### src/hw/rtl/e2r_pkg.sv
// Package for the Euler angle to rotation matrix core.
// Holds field widths, angle constants, the arctangent table and cell types.
`timescale 1ns / 1ps
`default_nettype none
package e2r_pkg;

   localparam int ANGLE_W   = 24;
   localparam int ENTRY_W   = 16;
   localparam int STAGES    = 16;
   localparam int XY_W      = 27;
   localparam int Z_W       = 26;
   localparam int TRIG_W    = 17;

   localparam logic [16:0] FULL_TURN     = 17'd92160;
   localparam logic [16:0] HALF_TURN     = 17'd46080;
   localparam logic [16:0] QUARTER_TURN  = 17'd23040;
   localparam logic [16:0] THREE_QUARTER = 17'd69120;
   localparam logic signed [XY_W-1:0] CORDIC_GAIN = 27'sd10188014;
   localparam logic signed [TRIG_W-1:0] ONE_Q15 = 17'sd32768;

   typedef logic signed [ANGLE_W-1:0] angle_type;
   typedef logic signed [ENTRY_W-1:0] entry_type;
   typedef logic signed [TRIG_W-1:0]  trig_type;

   // One CORDIC lane inside a cell
   typedef struct packed {
      logic signed [XY_W-1:0] x;
      logic signed [XY_W-1:0] y;
      logic signed [Z_W-1:0]  z;
      logic                   flip;
   } lane_type;

   typedef struct packed {
      logic     valid;
      lane_type ax;
      lane_type ay;
      lane_type az;
   } cell_type;

   function automatic logic signed [Z_W-1:0] atan_q16(input logic [4:0] i);
      logic signed [Z_W-1:0] t;
      unique case (i)
         5'd0: t = 26'sd2949120;
         5'd1: t = 26'sd1740967;
         5'd2: t = 26'sd919879;
         5'd3: t = 26'sd466945;
         5'd4: t = 26'sd234379;
         5'd5: t = 26'sd117304;
         5'd6: t = 26'sd58666;
         5'd7: t = 26'sd29335;
         5'd8: t = 26'sd14668;
         5'd9: t = 26'sd7334;
         5'd10: t = 26'sd3667;
         5'd11: t = 26'sd1833;
         5'd12: t = 26'sd917;
         5'd13: t = 26'sd458;
         5'd14: t = 26'sd229;
         5'd15: t = 26'sd115;
         5'd16: t = 26'sd57;
         5'd17: t = 26'sd29;
         5'd18: t = 26'sd14;
         5'd19: t = 26'sd7;
         5'd20: t = 26'sd4;
         5'd21: t = 26'sd2;
         5'd22: t = 26'sd1;
         default: t = 26'sd0;
      endcase
      return t;
   endfunction

endpackage
`default_nettype wire

### src/hw/rtl/e2r_cell.sv
// One CORDIC rotation cell, three lanes wide, with its own stage index.
// Depends on e2r_pkg.
`timescale 1ns / 1ps
`default_nettype none
module e2r_cell (
   input  wire logic              clock,
   input  wire logic              reset,
   input  wire logic              enable,
   input  wire logic [4:0]        index,
   input  wire e2r_pkg::cell_type cell_in,
   output e2r_pkg::cell_type      cell_out
);
   e2r_pkg::cell_type cell_in_w;
   e2r_pkg::cell_type cell_ff;

   function automatic e2r_pkg::lane_type rotate(input e2r_pkg::lane_type l,
                                                input logic [4:0] i);
      e2r_pkg::lane_type o;
      logic signed [e2r_pkg::XY_W-1:0] dx;
      logic signed [e2r_pkg::XY_W-1:0] dy;
      dx = l.y >>> i;
      dy = l.x >>> i;
      o  = l;
      if (!l.z[e2r_pkg::Z_W-1]) begin
         o.x = l.x - dx;
         o.y = l.y + dy;
         o.z = l.z - e2r_pkg::atan_q16(i);
      end else begin
         o.x = l.x + dx;
         o.y = l.y - dy;
         o.z = l.z + e2r_pkg::atan_q16(i);
      end
      return o;
   endfunction

   // advance one micro-rotation per lane
   always_comb begin
      cell_in_w       = cell_in;
      cell_in_w.ax    = rotate(cell_in.ax, index);
      cell_in_w.ay    = rotate(cell_in.ay, index);
      cell_in_w.az    = rotate(cell_in.az, index);
   end

   always_ff @(posedge clock) begin
      if (reset) begin
         cell_ff.valid <= 1'b0;
      end else if (enable) begin
         cell_ff.valid <= cell_in.valid;
      end
      if (enable) begin
         cell_ff.ax <= cell_in_w.ax;
         cell_ff.ay <= cell_in_w.ay;
         cell_ff.az <= cell_in_w.az;
      end
   end

   assign cell_out = cell_ff;
endmodule
`default_nettype wire

### config.mk
export PLATFORM = sky130hd
export DESIGN_NAME = e2r_cell
export DESIGN_NICKNAME = d
export VERILOG_FILES = /design/src/hw/rtl/e2r_pkg.sv /design/src/hw/rtl/e2r_cell.sv
export SDC_FILE = /design/constraint.sdc
export NUM_CORES = 1
export LEC_CHECK = 0
export BUFFER_PORTS_ARGS = -buffer_cell sky130_fd_sc_hd__buf_2
export CAP_MARGIN = 30
export CELL_PAD_IN_SITES_DETAIL_PLACEMENT = 0
export CELL_PAD_IN_SITES_GLOBAL_PLACEMENT = 1
export CORE_UTILIZATION = 46
export DETAILED_ROUTE_END_ITERATION = 8
export PLACE_DENSITY_LB_ADDON = 0.1
export SETUP_SLACK_MARGIN = 0.15
export SYNTH_ARGS = -nofsm -noshare
export SYNTH_HDL_FRONTEND = slang
export SYNTH_MEMORY_MAX_BITS = 65536
export SYNTH_SLANG_ARGS = --single-unit
### constraint.sdc
create_clock -name clock -period 10.9 [get_ports clock]
set_input_delay 2.18 -clock clock [delete_from_list [all_inputs] [get_ports clock]]
set_output_delay 2.18 -clock clock [all_outputs]
set_load 0.01 [all_outputs]
==> flow_metrics.tcl <==
set metrics [dict create \
    status "finished, final reports clean" \
    die-area_sq_um 72300 \
    setup_viol 0 \
    antenna_found_initial 7 \
    num_rows 97 \
    gp_congestion 0.963 \
    pin_count 496 \
    clkSlewWorstSetupHoldPaths_ns 0.06 \
    rsz0062_at_grt "no" \
    maxCapViolCount 0 \
    place_hpwl_microns 89500 \
    mostFrequentLayoutCells "buf_2, nor2_1, a21oi_1" \
    grt_pass1_wl_microns 170000 \
    critPathLaunchType "primary input" \
    min_path_type "flop to flop" \
    synthTopCellsByArea "edfxtp_1, mux4_2, ha_1" \
    synth_edf_count 243 \
    synth_compound_area_frac 0.200 \
    synthFlopType "edfxtp_1" \
    avgSynthCellArea_sq_um 9.24 \
    initial_utilization 0.466 \
    synth_top_family_by_area "compound AO/OA/AOI/OAI gates" \
    clockBufferDepth 3 \
    final_common_cell "buf_2" \
    yosys.area.top_type_share 0.223 \
    dr_total_vias 30500 \
    nNetsFinal 4430 \
    setup_ws_ns 2.36 \
    final.setup.tns_ns 0 \
    first_pass_iters 6 \
    die_h_microns 269 \
    die_w_microns 269 \
    track_usage 0.304 \
    period_needed_ns 8.54 \
    r2r-start "cell_out[243]$_SDFFE_PP0P_" \
    cts-root-buf "clkbuf_16" \
    cts_hold_buf 0 \
    endpoint_kind "flop" \
    met3_length_microns 9110 \
    core_area_sq_um 70300 \
    ir_worst_vdd_uv 114 \
    wl_per_cell_microns 23.3 \
    power_density_nw_per_um2 138 \
    cts_resized 0 \
    crit_fanout 108 \
    slew_headroom 0.280 \
    grt_pass1_vias 28400 \
    netlist.top_cell.by_area "edfxtp_1" \
    seqCellArea_sq_um 7320 \
    h-tree-depth 1 \
    drt_iter0_markers 2647 \
    postSynth.asyncResetShare 0 \
    worstHoldStart "cell_out[243]$_SDFFE_PP0P_" \
    nFillCells 6712 \
    drive_gt1_frac 0.219 \
    grt-ovfl-total 0 \
    worstPathArrival_ns 8.87 \
    yosys.area_share.simple 0.146 \
    routed.top_layer "met5" \
    cts_tree "done" \
    largest_reg_flops 244 \
    routed_wl_microns 114000 \
    numCtsBuffers 29 \
    p_leak_nw 15.3 \
    area_growth_pct 11.9 \
    final-max-slew-violation-count 0 \
    synth_nets 4062 \
    fmax_mhz 117 \
    timing.final.crit_share 0.784 \
    met1_length_microns 46700 \
    ys_warn_count 0 \
    ant_nets 0 \
    synth_fa_ha_area_frac 0.104 \
    synthXorXnorAreaFrac 0.0992 \
    worst_pin_slew_ns 1.08 \
    syn_inst 3543 \
    drc_errors 0 \
    grt_max_degree 109 \
    required_ns 11.23 \
    synth_mux_area_frac 0.185 \
    syn-cell-area_sq_um 32700 \
    ys_types 98 \
    multi_input_area_sq_um 24100 \
    cts.sinks 244 \
    dp_slack_ns 1.85 \
    io_buffers 495 \
    met2_length_microns 53700 \
    viasPerCell 6.25 \
    cts_setup_buffers 0 \
    synth_seq_area_share 0.223 \
    clock_latency_ns 0.58 \
    finClkSkew_ns 0 \
    cp-startpoint "index[1]" \
    critical_path_class "primary input to flop" \
    hold_viol_final 0 \
    ys_ff_latch 244 \
]
[final timing paths]
check | endpoint | slack [ns] | cells after the start
min | cell_out[243]$_SDFFE_PP0P_ | 0.50 | 2
max | cell_out[214]$_DFFE_PP_ | 2.36 | 21
min reg2reg | cell_out[243]$_SDFFE_PP0P_ | 0.50 | 2
max reg2reg | cell_out[243]$_SDFFE_PP0P_ | 10.31 | 2
[kinds of logic after synthesis]
logic type                 count (synthesis)
AOI/OAI and AO/OA                       1020
xor gates and xnor gates                 371
adders and majority gates                267
buffers and inverters                    282
DFF                                      244
muxes                                    370
and+or+nand+nor                          989
[cells in the mapped netlist, types with 54 or more instances]
cell type and count:
nor2_1 331, ha_1 258, mux4_2 171, clkbuf_1 90, nor3_1 54, inv_1 84, xnor2_1 248, mux2i_1 129
a31oi_1 59, xor2_1 123, nand2_1 254, mux2_2 61, a21o_1 84, nand2b_1 60, edfxtp_1 243, o21ai_0 184
a21oi_1 323
[report_power, final]
| group | total [mW] | switching [mW] | internal (mW) |
|---|---|---|---|
| Clock | 0.957 | 0.393 | 0.565 |
| Sequential | 1.45 | 0.0636 | 1.39 |
| Combinational | 2.66 | 1.54 | 1.11 |
| Total | 5.07 | 2.00 | 3.07 |
[per-layer routing]
metal	vias up	track usage
met5	-	0
met3	261	0.0463
met1	14500	0.403
met2	1524	0.501
li1	14200	-
met4	6	0.111
[critical path: stages]
cell       delay (ns)
buf_8            0.59
buf_4            0.87
mux4_1           0.71
mux2i_1          0.28
o221a_2          0.30
o211a_1          0.19
and3b_1          0.21
and3_1           0.24
nor2_1           0.07
xnor2_1          0.20
ha_1             0.43
nand3_1          0.14
a2111oi_0        0.67
o31ai_1          0.25
o221ai_1         0.40
a221o_1          0.25
a21oi_1          0.07
nand2b_1         0.18
a21oi_1          0.23
a211oi_1         0.13
xnor2_1          0.15
[final cells by class]
| class | instances | area share |
|---|---|---|
| Multi-Input combinational cell | 3017 | 0.657 |
| Sequential cell | 244 | 0.200 |
| Timing Repair Buffer | 532 | 0.0765 |
| Tap cell | 940 | 0.0321 |
| Clock buffer | 42 | 0.0225 |
| Inverter | 87 | 0.00895 |
| Clock inverter | 11 | 0.00273 |
| Antenna cell | 4 | 0.000273 |
[metrics by stage]
stage                      util  power, mW  instance area, sq um  hold WS, ns  instances
final                     0.521       5.07                 36600        0.498       4877
after detailed placement  0.508       4.10                 35700        0.492       4820
after global placement    0.508       4.11                 35700        0.475       4819
after global routing      0.521       5.40                 36600        0.547       4877
after CTS                 0.521       5.08                 36600        0.504       4873
after floorplan               -       3.29                 32700        0.528       3543
No activity file was read; power rests on OpenSTA's default activity.
