===== src/hw/rtl/e2r_pkg.sv =====
// Package for the Euler angle to rotation matrix core.
// Holds field widths, angle constants, the arctangent table and cell types.
`timescale 1ns / 1ps
`default_nettype none
package e2r_pkg;

   localparam int ANGLE_W   = 24;
   localparam int ENTRY_W   = 16;
   localparam int STAGES    = 16;
   localparam int XY_W      = 27;
   localparam int Z_W       = 26;
   localparam int TRIG_W    = 17;

   localparam logic [16:0] FULL_TURN     = 17'd92160;
   localparam logic [16:0] HALF_TURN     = 17'd46080;
   localparam logic [16:0] QUARTER_TURN  = 17'd23040;
   localparam logic [16:0] THREE_QUARTER = 17'd69120;
   localparam logic signed [XY_W-1:0] CORDIC_GAIN = 27'sd10188014;
   localparam logic signed [TRIG_W-1:0] ONE_Q15 = 17'sd32768;

   typedef logic signed [ANGLE_W-1:0] angle_type;
   typedef logic signed [ENTRY_W-1:0] entry_type;
   typedef logic signed [TRIG_W-1:0]  trig_type;

   // One CORDIC lane inside a cell
   typedef struct packed {
      logic signed [XY_W-1:0] x;
      logic signed [XY_W-1:0] y;
      logic signed [Z_W-1:0]  z;
      logic                   flip;
   } lane_type;

   typedef struct packed {
      logic     valid;
      lane_type ax;
      lane_type ay;
      lane_type az;
   } cell_type;

   function automatic logic signed [Z_W-1:0] atan_q16(input logic [4:0] i);
      logic signed [Z_W-1:0] t;
      unique case (i)
         5'd0: t = 26'sd2949120;
         5'd1: t = 26'sd1740967;
         5'd2: t = 26'sd919879;
         5'd3: t = 26'sd466945;
         5'd4: t = 26'sd234379;
         5'd5: t = 26'sd117304;
         5'd6: t = 26'sd58666;
         5'd7: t = 26'sd29335;
         5'd8: t = 26'sd14668;
         5'd9: t = 26'sd7334;
         5'd10: t = 26'sd3667;
         5'd11: t = 26'sd1833;
         5'd12: t = 26'sd917;
         5'd13: t = 26'sd458;
         5'd14: t = 26'sd229;
         5'd15: t = 26'sd115;
         5'd16: t = 26'sd57;
         5'd17: t = 26'sd29;
         5'd18: t = 26'sd14;
         5'd19: t = 26'sd7;
         5'd20: t = 26'sd4;
         5'd21: t = 26'sd2;
         5'd22: t = 26'sd1;
         default: t = 26'sd0;
      endcase
      return t;
   endfunction

endpackage
`default_nettype wire


===== src/hw/rtl/e2r_fold.sv =====
// Angle reduction: modulo 360 degrees and fold into [-90, 90] degrees.
// Registered; depends on e2r_pkg. Reduction by reciprocal multiply.
`timescale 1ns / 1ps
`default_nettype none
module e2r_fold (
   input  wire logic               clock,
   input  wire logic               enable,
   input  wire e2r_pkg::angle_type angle,
   output e2r_pkg::lane_type       lane
);
   localparam logic [16:0] FULLTURN_18 = e2r_pkg::FULL_TURN;

   // angle + 2^23 offset is non-negative; offset 8388608 mod 92160 = 2048
   logic [23:0] biased;
   logic [47:0] prod;
   logic [7:0]  quot;
   logic [30:0] qmul;
   logic [17:0] rem_raw;
   logic [17:0] rem_fix;
   logic [16:0] r;
   logic signed [17:0] folded;
   logic        flip;

   always_comb begin
      biased  = {~angle[23], angle[22:0]};
      // floor(2^32/92160) = 46603; quotient up to 182, at most one low
      prod    = 48'(biased) * 48'd46603;
      quot    = prod[39:32];
      qmul    = 31'(quot) * 31'd92160;
      rem_raw = 18'(31'(biased) - qmul);
      if (rem_raw >= {1'b0, FULLTURN_18})
         rem_raw = rem_raw - {1'b0, FULLTURN_18};
      // remove offset of 2048
      if (rem_raw >= 18'd2048) rem_fix = rem_raw - 18'd2048;
      else rem_fix = rem_raw + {1'b0, FULLTURN_18} - 18'd2048;
      r = rem_fix[16:0];
      flip = 1'b0;
      priority if (r > e2r_pkg::THREE_QUARTER) begin
         folded = $signed({1'b0, r}) - $signed({1'b0, e2r_pkg::FULL_TURN});
      end else if (r > e2r_pkg::QUARTER_TURN) begin
         folded = $signed({1'b0, r}) - $signed({1'b0, e2r_pkg::HALF_TURN});
         flip = 1'b1;
      end else begin
         folded = $signed({1'b0, r});
      end
   end

   // hold the folded lane for the first cell
   always_ff @(posedge clock) begin
      if (enable) begin
         lane.x    <= e2r_pkg::CORDIC_GAIN;
         lane.y    <= '0;
         lane.z    <= {folded, 8'd0};
         lane.flip <= flip;
      end
   end
endmodule
`default_nettype wire


===== config.mk =====
export PLATFORM = sky130hd
export DESIGN_NAME = e2r_fold
export DESIGN_NICKNAME = d
export VERILOG_FILES = /design/src/hw/rtl/e2r_pkg.sv /design/src/hw/rtl/e2r_fold.sv
export SDC_FILE = /design/constraint.sdc
export NUM_CORES = 1
export LEC_CHECK = 0
export BUFFER_PORTS_ARGS = -buffer_cell sky130_fd_sc_hd__buf_2
export CELL_PAD_IN_SITES_DETAIL_PLACEMENT = 2
export CELL_PAD_IN_SITES_GLOBAL_PLACEMENT = 2
export CORE_ASPECT_RATIO = 0.75
export CORE_MARGIN = 2
export CORE_UTILIZATION = 42
export CTS_CLUSTER_DIAMETER = 60
export DETAILED_ROUTE_END_ITERATION = 16
export MAX_ROUTING_LAYER = met4
export PLACE_DENSITY_LB_ADDON = 0.05
export SETUP_SLACK_MARGIN = 0.5
export SYNTH_ARGS = -nofsm -noshare
export SYNTH_HDL_FRONTEND = slang
export SYNTH_SLANG_ARGS = --single-unit

===== constraint.sdc =====
create_clock -name clock -period 24.4 [get_ports clock]
set_input_delay 4.88 -clock clock [delete_from_list [all_inputs] [get_ports clock]]
set_output_delay 4.88 -clock clock [all_outputs]
set_load 0.02 [all_outputs]

==> metrics.md <==
| Metric | Value |
|---|---|
| Critical path required time | 24.40 ns |
| P&R area growth vs syn | 4.30% |
| Ports | 107 |
| Netlist Area Pre-Place | 8170 µm² |
| # clock sinks | 19 |
| DR DRC count | 0 |
| Wire per inst | 21.9 µm |
| Crit Path Class | in -> reg |
| Starting Density | 42.5% |
| Gr usage total | 26.4% |
| Most used cell along the critical path | inv_1 |
| Most frequent cells after synthesis | inv_1 (220), ha_1 (162), fa_1 (126), buf_4 (62), a21oi_1 (28) |
| CP peak stage delay | 0.57 ns |
| Most common cell in the netlist | inv_1 |
| Setup slack at placement | 7.38 ns |
| ANT nets after route | 0 |
| Total negative setup slack | 0 ns |
| Root buffer cell | clkbuf_16 |
| Post-synth top area share | 30.9% |
| Nets | 1,205 |
| Main synth FF type | edfxtp_1 |
| Crit path from | angle[13] |
| Sequential area share after synthesis | 6.98% |
| Die ar. | 20,600 µm² |
| Final Slew Violations | 0 |
| Hpwl dp | 22.7 mm |
| First-pass GRT wire length | 39.9 mm |
| Final hold viol count | 0 |
| Number of library cell types mapped by synthesis | 65 |
| Cts bufs inserted | 3 |
| Gp weighted congestion | 0.919 |
| Port Buffers | 44 |
| Rel. slew slack | 38.2% |
| Xor-xnor portion of the synthesized cell area | 4.44% |
| Max reg flops | 19 |
| Final setup margin | 7.59 ns |
| Worst setup SP type | input port |
| Critical-path maximum fanout | 11 |
| Routed WL | 25.1 mm |
| Arr. time, crit path | 16.82 ns |
| Simple-gate portion of the synthesized area | 6.60% |
| Synth Area in Compound Gates | 8.74% |
| Number of iterations in the first detailed-routing pass | 4 |
| Largest net degree at the start of global routing | 20 |
| Slew @ Worst Pin | 0.921 ns |
| Post-synthesis average cell area | 9.65 µm² |
| Crit path max-delay cell type | fa_1 |
| Unrepaired setup endpoints after global routing | false |
| Largest family of logic cells by synthesized area | adder cells |
| Longest Clk Path Bufs | 2 |
| Register bank with the most flops | lane |
| Biggest regs | lane: 19 flops |
| Fin crit share | 68.9% |
| Post-CTS sizing | 0 |
| Layout cells sized above 1 | 8.54% |
| Async SR Flop Fraction | 0% |
| Initial antenna violation count | 1 |
| Max cap viols | 0 |
| Core box area | 19,200 µm² |
| Vias | 5,872 |
| H-Tree Depth | 1 |
| Vias in the first global route | 6,761 |
| Mux cell area share after synthesis | 1.27% |
| Cell count after synthesis | 847 |
| FF+latch count, synth | 19 |
| Vias/cell | 5.13 |
| CP endpoint kind | flop |
| Post-Synth Adder-Cell Area | 55.7% |
| Shortest period the worst path allows | 16.81 ns |
| Largest area contributor in the netlist | fa_1 |
| Die H | 125 µm |
| Gr ovfl total | 0 |
| # setup viols final | 0 |
| Max Clk Rate | 0.0595 GHz |
| Area contributors post-synth | fa_1 (31%), ha_1 (25%), inv_1 (10%), edfxtp_1 (7.0%), buf_4 (5.7%) |
| Status | finished clean |
| Initial detailed-routing violation count | 250 |
| Hold Crit Class | in -> reg |
| Post-synth EDFFs | 19 |
| Syn. warnings | 0 |
| Setup bufs post-CTS | 0 |
| CTS tree | yes |
| Cell Rows | 44 |
| Die Width | 165 µm |
| Clk pin slew, worst setup/hold paths | 0.06 ns |
| Hold_buf cts | 0 |
| Worst Setup EP | lane[21] |
| Hold wc startpoint | angle[3] |
through the flow:
stage               instance area [µm²]  cells  util, %  hold WS (ns)
finish                             8520   1144     44.4          4.92
CTS                                8520   1143     44.3          4.92
detailed placement                 8440   1139     43.9          5.18
global placement                   8440   1139     43.9          5.17
global route                       8520   1144     44.4          4.92
floorplan                          8400    907        -          4.98
cell type report:
cell class              count  area [µm²]
fillers                  2126       10700
multi-input cells         602        6500
inverters                 221         830
flip-flops and latches     19         571
well taps                 253         317
repair buffers             44         220
clock buffers               3        75.1
clock inverters             1        5.00
diodes                      1        2.50
worst min-delay path by stage:
stage          slack (ns)  cells past startpoint        to
6_report             4.92                      1  lane[12]
5_1_grt              4.92                      1  lane[14]
4_1_cts              4.92                      1  lane[14]
3_5_place_dp         5.18                      1  lane[14]
3_3_place_gp         5.17                      1  lane[12]
2_1_floorplan        4.98                      0  lane[10]
cell families after synthesis:
logic type	count (synthesis)
adders and majority gates	288
other	2
DFF	19
and+or+nand+nor	105
muxes	8
xor gates and xnor gates	37
buffers and inverters	286
AOI/OAI and AO/OA	102
worst max-delay path, delay by kind of cell:
kind	cells	cell delay, ns
buf+inv	11	0.93
mux	2	0.88
xor+xnor	8	1.98
fa+ha+maj	13	5.08
simple gates	5	1.08
compound gates	9	1.95
placed cells by master (no fill, tap or decap), types with 4 or more instances in the layout:
cell type / count
nand2_1: 25
and2_1: 4
xnor2_1: 23
a21o_1: 7
buf_2: 44
nand3_1: 12
ha_1: 162
nor2_1: 24
xor2_1: 10
nor3_1: 5
nand2b_1: 5
conb_1: 62
fa_1: 126
inv_1: 220
nor2b_1: 4
o21ai_0: 16
a31oi_1: 5
edfxtp_1: 19
a21oi_1: 28
nand4_1: 11
per-layer routing:
| metal | vias up | track usage [%] | routed length, µm | part of all wire (%) |
|---|---|---|---|---|
| met5 | - | - | 0 | 0 |
| met4 | 0 | 4.25 | 429 | 1.7 |
| met3 | 24 | 2.13 | 901 | 3.6 |
| met2 | 132 | 43.1 | 12100 | 48 |
| met1 | 3052 | 36.4 | 11700 | 47 |
| li1 | 2664 | - | - | - |
Power is left out: the tool's default activity adds up to more than one toggle a clock period on the data nets, which glitch-free logic cannot reach.
